<file path="config.mk">
export PLATFORM = sky130hd
export DESIGN_NAME = cvs_front
export DESIGN_NICKNAME = d
export VERILOG_FILES = /design/src/design/cvs_pkg.sv /design/src/design/cvs_front.sv
export SDC_FILE = /design/constraint.sdc
export NUM_CORES = 1
export LEC_CHECK = 0
export BUFFER_PORTS_ARGS = -buffer_cell sky130_fd_sc_hd__buf_4
export CELL_PAD_IN_SITES_DETAIL_PLACEMENT = 0
export CELL_PAD_IN_SITES_GLOBAL_PLACEMENT = 1
export CORE_MARGIN = 8
export CORE_UTILIZATION = 45
export DETAILED_ROUTE_END_ITERATION = 16
export GPL_TIMING_DRIVEN = 0
export HOLD_SLACK_MARGIN = 0.06
export PLACE_DENSITY_LB_ADDON = 0.1
export SLEW_MARGIN = 5
export SYNTH_ARGS = -nofsm -noshare
export SYNTH_HDL_FRONTEND = slang
export SYNTH_SLANG_ARGS = --single-unit
</file>
<file path="constraint.sdc">
create_clock -name clock -period 3.31 [get_ports clock]
set_clock_uncertainty 0.2 [all_clocks]
set_input_delay 0.1655 -clock clock [delete_from_list [all_inputs] [get_ports clock]]
set_output_delay 0.1655 -clock clock [all_outputs]
set_load 0.03 [all_outputs]
</file>
<file path="src/design/cvs_pkg.sv">
// Shared constants, codes and types of the cosine vector search block.
package cvs_pkg;

   localparam int ENTRIES = 256;
   localparam int DIM     = 128;

   localparam int SLOT_W  = (ENTRIES > 1) ? $clog2(ENTRIES) : 1;
   localparam int ELEM_AW = (DIM > 1) ? $clog2(DIM) : 1;

   // Accumulator widths: a product of two Q1.15 values needs 32 bits signed,
   // a square 31 bits unsigned, and DIM of them add ELEM_AW bits.
   localparam int DOT_W = 32 + ELEM_AW;
   localparam int NRM_W = 31 + ELEM_AW;

   localparam logic [63:0] SIM_EPS = 64'd43980465;

   localparam int FIFO_DEPTH = 4;
   localparam int FIFO_AW    = 2;

   localparam logic [1:0] OP_INSERT = 2'd0;
   localparam logic [1:0] OP_QUERY  = 2'd1;
   localparam logic [1:0] OP_DELETE = 2'd2;
   localparam logic [1:0] OP_CLEAR  = 2'd3;

   localparam logic [1:0] ST_OK    = 2'd0;
   localparam logic [1:0] ST_FULL  = 2'd1;
   localparam logic [1:0] ST_EMPTY = 2'd2;

   typedef struct packed {
      logic [1:0]         op;
      logic [63:0]        key;
      logic [ELEM_AW-1:0] elem;
      logic signed [15:0] value;
      logic               last;
   } cmd_type;

   typedef struct packed {
      logic    valid;
      cmd_type cmd;
   } head_type;

endpackage

</file>
<file path="src/design/cvs_front.sv">
// Front end: accepts requests, drops out-of-range elements and queues commands.
module cvs_front import cvs_pkg::*; (
   input  logic               clock,
   input  logic               reset,
   input  logic               start,
   output logic               busy,
   input  logic [1:0]         req_operation,
   input  logic [63:0]        req_name_key,
   input  logic [6:0]         req_element_index,
   input  logic signed [15:0] req_feature_value,
   output head_type           head,
   input  logic               pop
);

   cmd_type              q_ff [FIFO_DEPTH];
   logic [FIFO_AW-1:0]   wr_ptr_ff, wr_ptr_in;
   logic [FIFO_AW-1:0]   rd_ptr_ff, rd_ptr_in;
   logic [FIFO_AW:0]     count_ff, count_in;
   logic                 keep;
   logic                 push;
   logic                 do_pop;
   cmd_type              in_cmd;

   assign busy = (count_ff == (FIFO_AW+1)'(FIFO_DEPTH));

   always_comb begin
      keep = 1'b1;
      if (req_operation == OP_INSERT || req_operation == OP_QUERY) begin
         keep = (int'(req_element_index) < DIM);
      end
      in_cmd.op    = req_operation;
      in_cmd.key   = req_name_key;
      in_cmd.elem  = req_element_index[ELEM_AW-1:0];
      in_cmd.value = req_feature_value;
      in_cmd.last  = (int'(req_element_index) == DIM - 1);
   end

   assign push   = start && !busy && keep;
   assign do_pop = pop && (count_ff != '0);

   always_comb begin
      wr_ptr_in = push   ? wr_ptr_ff + 1'b1 : wr_ptr_ff;
      rd_ptr_in = do_pop ? rd_ptr_ff + 1'b1 : rd_ptr_ff;
      count_in  = count_ff + (FIFO_AW+1)'(push) - (FIFO_AW+1)'(do_pop);
   end

   always_ff @(posedge clock) begin
      if (reset) begin
         wr_ptr_ff <= '0;
         rd_ptr_ff <= '0;
         count_ff  <= '0;
      end else begin
         wr_ptr_ff <= wr_ptr_in;
         rd_ptr_ff <= rd_ptr_in;
         count_ff  <= count_in;
      end
   end

   always_ff @(posedge clock) begin
      if (push) begin
         q_ff[wr_ptr_ff] <= in_cmd;
      end
   end

   assign head.valid = (count_ff != '0);
   assign head.cmd   = q_ff[rd_ptr_ff];

endmodule

</file>
**Word-level counts from Yosys, hierarchy flattened**

Memory sizes are Yosys's and may differ from the RTL's. A register that Yosys moved wholly into a read port is not among the register bits.
Index checks and enable logic that the tools add are counted.

- Add/subtract/negate cells: 4
- Equal/unequal tests: 2
- Mux-type cells: 4
- Reductions and logical operators: 4

Operator list:

| kind | count |
|---|---|
| 7-bit by 1-bit == test with 1-bit output, second input constant | 1 |
| 2-bit by 1-bit adder with 2-bit output, second input constant | 2 |
| 2-bit two-way mux | 2 |
| 3-bit by 1-bit adder with 3-bit output | 1 |
| 3-bit == test, second input constant | 1 |
| 3-bit nonzero test | 1 |
| 3-bit by 1-bit subtractor with 3-bit output | 1 |
| 1-bit logical AND | 2 |
| 1-bit two-way mux | 2 |
| 1-bit logical NOT | 1 |

- Register bits after elaboration: 7
- Bits in writable memories: 360
- Input bits: 93
- Output and inout bits: 92
- Logic and storage cells: 18
- Memories: 1

Memory list:

| name | words | bits a word | read ports | clocked after Yosys merged registers in | wr ports | RTL line | text |
|---|---|---|---|---|---|---|---|
| q_ff | 4 | 90 | 1 | 1 | 1 | cvs_front.sv:15 | `cmd_type q_ff [FIFO_DEPTH];` |

**Logic depth before layout (Yosys ltp)**

- Word-level depth: 5
- Mapped depth: 11
- Gate-level depth less buffers: 11

**Worst setup path before layout**

No wires, ideal clock.

- Kind: register to register
- From: register count_ff[1]
- To: memory q_ff[2][0] (netlist name) (enable)
- Library setup time: 0.459 ns
- Data arrival time: 2.962 ns
- Path slack: -0.311 ns
- Cell stages (with the launch flop): 4
- Clock period less this slack: 3.621 ns
- Cell sequence: dfxtp_1 > nor3b_2 > nor2_1 > and2_1

- Longest elaborated chain between the ends: 5

RTL lines:

| what | RTL line | text |
|---|---|---|
| from (decl) | cvs_front.sv:18 | `logic [FIFO_AW:0] count_ff, count_in;` |
| from (signal assigned) | cvs_front.sv:55 | `count_ff <= count_in;` |
| 3-bit == test | cvs_front.sv:24 | `assign busy = (count_ff == (FIFO_AW+1)'(FIFO_DEPTH));` |
| named net busy | cvs_front.sv:6 | `output logic busy,` |
| 1-bit logical NOT | cvs_front.sv:38 | `assign push = start && !busy && keep;` |
| 1-bit logical AND | cvs_front.sv:38 |  |
| 1-bit two-way mux | cvs_front.sv:60 | `if (push) begin` |
| 1-bit two-way mux (not written as such) | cvs_front.sv:61 | `q_ff[wr_ptr_ff] <= in_cmd;` |
| to (decl) | cvs_front.sv:15 |  |

The timed path passes the listed nets, and every way through them passes these cells.

==> out/metrics.csv <==
stage;metric;value;unit
routing;drt_iter0_drc;297;
timing;slew_headroom;50.4;%
floorplanning;die_y;190;um
clock_tree;insertion_delay;0.50;ns
clock_tree;clkTransAtPathRegs;0.06;ns
setup_path;critPathMaxFanout;10;
routing;avgViaCountPerCell;5.08;
grt;grt-ovfl-total;0;
placed_design;place_hpwl;16.3;mm
synth;synth_nets;622;
worst_hold_path;worstHoldPathType;primary input to flip-flop;
routing;drc;0;
run_status;status;finished, final reports clean;
timing;fin_hold_ws;0.190;ns
grt;grt_start_max_net_pins;49;
setup_path;start_kind;flip-flop;
routing;detail-route-antenna-nets;0;
synth;synthDistinctLibCells;27;
setup_path;worstPathRequired;2.94;ns
layout;nets;943;
floorplanning;start_util;45.8;%
grt;grt_usage;14.9;%
routing;drt_wl_total;26.7;mm
grt;grt_pass1_vias;7285;
clock_tree;cts_tree;yes;
power_and_ir_drop;cellPowerDensity;798;nW/um^2
timing;rsz0062_at_grt;no;
setup_path;crit_type;flip-flop to primary output;
floorplanning;die_area;35900;sq um
setup_path;cp-end-kind;primary output;
clock_tree;htreeDepth;2;
floorplanning;rows;63;
routing;dr_total_vias;6399;
clock_tree;cts_buffers;39;
layout;nFillCells;2201;
flow_run;maxCapViolations;0;
clock_tree;clock-sinks;369;
power_and_ir_drop;p_leak;6.04;nW
synth;synthCells;522;
synth;synth_warnings;0;
timing;setup_violations;0;
timing;max_freq;367;MHz
placed_design;port_buffers;183;
floorplanning;coreArea;29600;sq um
timing;finalCritPeriodShare;82.2;%
grt;antenna_found_initial;1;
clock_tree;clock_tree.buffer_depth;3;
clock_tree;cts-root-buf;clkbuf_16;
timing;drv_slew;0;
clock_tree;cts_resized;0;
layout;drive_gt1_share;40.3;%
timing;tightest_slew;0.745;ns
setup_path;arrival;2.36;ns
timing;finalHoldViolations;0;
synth;synth-seq-cells;369;
synth;synthesis.area;13600;sq um
timing;fin_crit;2.72;ns
routing;avgRoutedWirePerCell;21.2;um
placed_design;numPlacedInstances;1099;
floorplanning;die_w;190;um
placed_design;gp_congestion;0.693;
floorplanning;top_level_ports;185;
power_and_ir_drop;ir_worst_vdd;0.000482;V
synth;yosysSeqAreaShare;81.0;%
synth;syn_avg_cell_area;26.0;sq um
layout;final_cells;1259;
layout;syn2layout_area_growth;30.3;%
grt;grt_first_pass_wirelength;41.3;mm
routing;firstDrtPassIters;6;
-- final timing paths --
| kind | start | to | slack, ns | depth (start not counted) |
|---|---|---|---|---|
| setup / recovery | flip-flop | head[2] | 0.59 | 4 |
| hold reg to reg | wr_ptr_ff[1] | wr_ptr_ff[1] | 0.32 | 2 |
| hold / removal | req_name_key[27] | q_ff[0][51] | 0.19 | 2 |
| setup reg to reg | count_ff[1] | count_ff[2] | 0.59 | 11 |
-- placed cells by master (no fill, tap or decap) --
cell | netlist | final
edfxtp_1 | 360 | 360
buf_4 | 0 | 183
dlygate4sd3_1 | 0 | 93
mux4_2 | 90 | 90
clkbuf_16 | 0 | 42
clkbuf_1 | 1 | 12
buf_12 | 9 | 9
buf_2 | 9 | 9
dfxtp_1 | 9 | 9
nor2_1 | 7 | 7
inv_1 | 6 | 6
ha_1 | 6 | 6
clkinv_1 | 0 | 6
clkinv_2 | 0 | 5
and2_4 | 0 | 4
buf_16 | 0 | 4
or3_1 | 2 | 2
xor2_1 | 2 | 2
nand2b_1 | 2 | 2
bufinv_16 | 0 | 2
diode_2 | 0 | 1
o31a_1 | 1 | 1
buf_6 | 1 | 1
buf_1 | 1 | 1
nor3b_2 | 1 | 1
nand4_1 | 1 | 1
nand3_1 | 1 | 1
nor2b_1 | 1 | 1
o21ai_0 | 1 | 1
a21oi_1 | 1 | 1
xnor2_1 | 1 | 1
o311ai_0 | 1 | 1
mux2i_1 | 1 | 1
and2_1 | 5 | 1
nor3_1 | 1 | 1
fa_1 | 1 | 1
-- worst max-delay path, stage by stage, from the launching register on --
cell	delay, ns
dfxtp_1	0.30
buf_1	0.55
buf_2	0.41
mux4_2	0.39
buf_4	0.19
-- registers in the layout, indices dropped and copies added, names as in the netlist, named ones only --
name / flops
count_ff: 3
q_ff: 360
rd_ptr_ff: 2
wr_ptr_ff: 2
-- power breakdown --
part,switching [mW],total [mW],internal (mW)
clock network,1.62,4.07,2.45
logic,2.38,4.25,1.87
registers,0.121,5.79,5.67
-- routing by layer --
| metal | up-vias | global-route usage [%] | wire length (um) |
|---|---|---|---|
| li1 | 2878 | - | - |
| met4 | 0 | 3.82 | 463 |
| met1 | 3315 | 18.4 | 10900 |
| met3 | 40 | 4.19 | 1660 |
| met5 | - | 0 | 0 |
| met2 | 166 | 25.5 | 13600 |
-- cell type report --
| class | count | area (sq um) | area share, % |
|---|---|---|---|
| antenna | 1 | 2.50 | 0.0142 |
| buffer | 21 | 244 | 1.38 |
| clock buffer | 53 | 1090 | 6.18 |
| clock inverter | 13 | 108 | 0.609 |
| inverter | 6 | 22.5 | 0.127 |
| multi-input combinational | 126 | 2310 | 13.1 |
| sequential | 369 | 11000 | 62.2 |
| tap | 390 | 488 | 2.76 |
| timing repair buffer | 280 | 2410 | 13.7 |
-- cells in the mapped netlist, drive strengths merged --
cell	instances	area, sq um
clkbuf	1	3.75
nand4	1	6.26
o21ai	1	5.00
o31a	1	8.76
xor2	2	17.5
dfxtp	9	180
and2	5	31.3
or3	2	12.5
inv	6	22.5
fa	1	20.0
nand2b	2	12.5
buf	20	240
a21oi	1	5.00
mux4	90	2030
nor3	1	5.00
mux2i	1	10.0
nor2b	1	6.26
ha	6	75.1
edfxtp	360	10800
o311ai	1	8.76
nor2	7	26.3
nand3	1	5.00
xnor2	1	8.76
nor3b	1	12.5
-- per-stage QoR --
stage	instance area (sq um)	setup slack (ns)	setup TNS [ns]	total power, mW	util [%]
6_report	17700	0.589	0	14.1	59.6
5_1_grt	17700	0.261	0	14.7	59.6
4_1_cts	17700	0.489	0	14.3	59.6
3_5_place_dp	15500	0.560	0	10.1	52.4
3_3_place_gp	15400	-0.267	-91.75	10.1	52.1
2_1_floorplan	13600	0.642	0	8.65	-
-- logic make-up after synthesis --
kind of cell / synth area share (%)
adders and majority gates: 0.701
and+or+nand+nor: 0.867
buffers and inverters: 1.97
muxes: 15.0
xor gates and xnor gates: 0.194
DFF: 81.0
AOI/OAI and AO/OA: 0.203
-- repair_timing --
action	in CTS	in global routing
hold endpoints to repair	369	0
endpoints found under the setup margin	0	0
hold buffers	93	0
buffers inserted	0	0
Note: power is estimated with default switching activity, not from simulation.
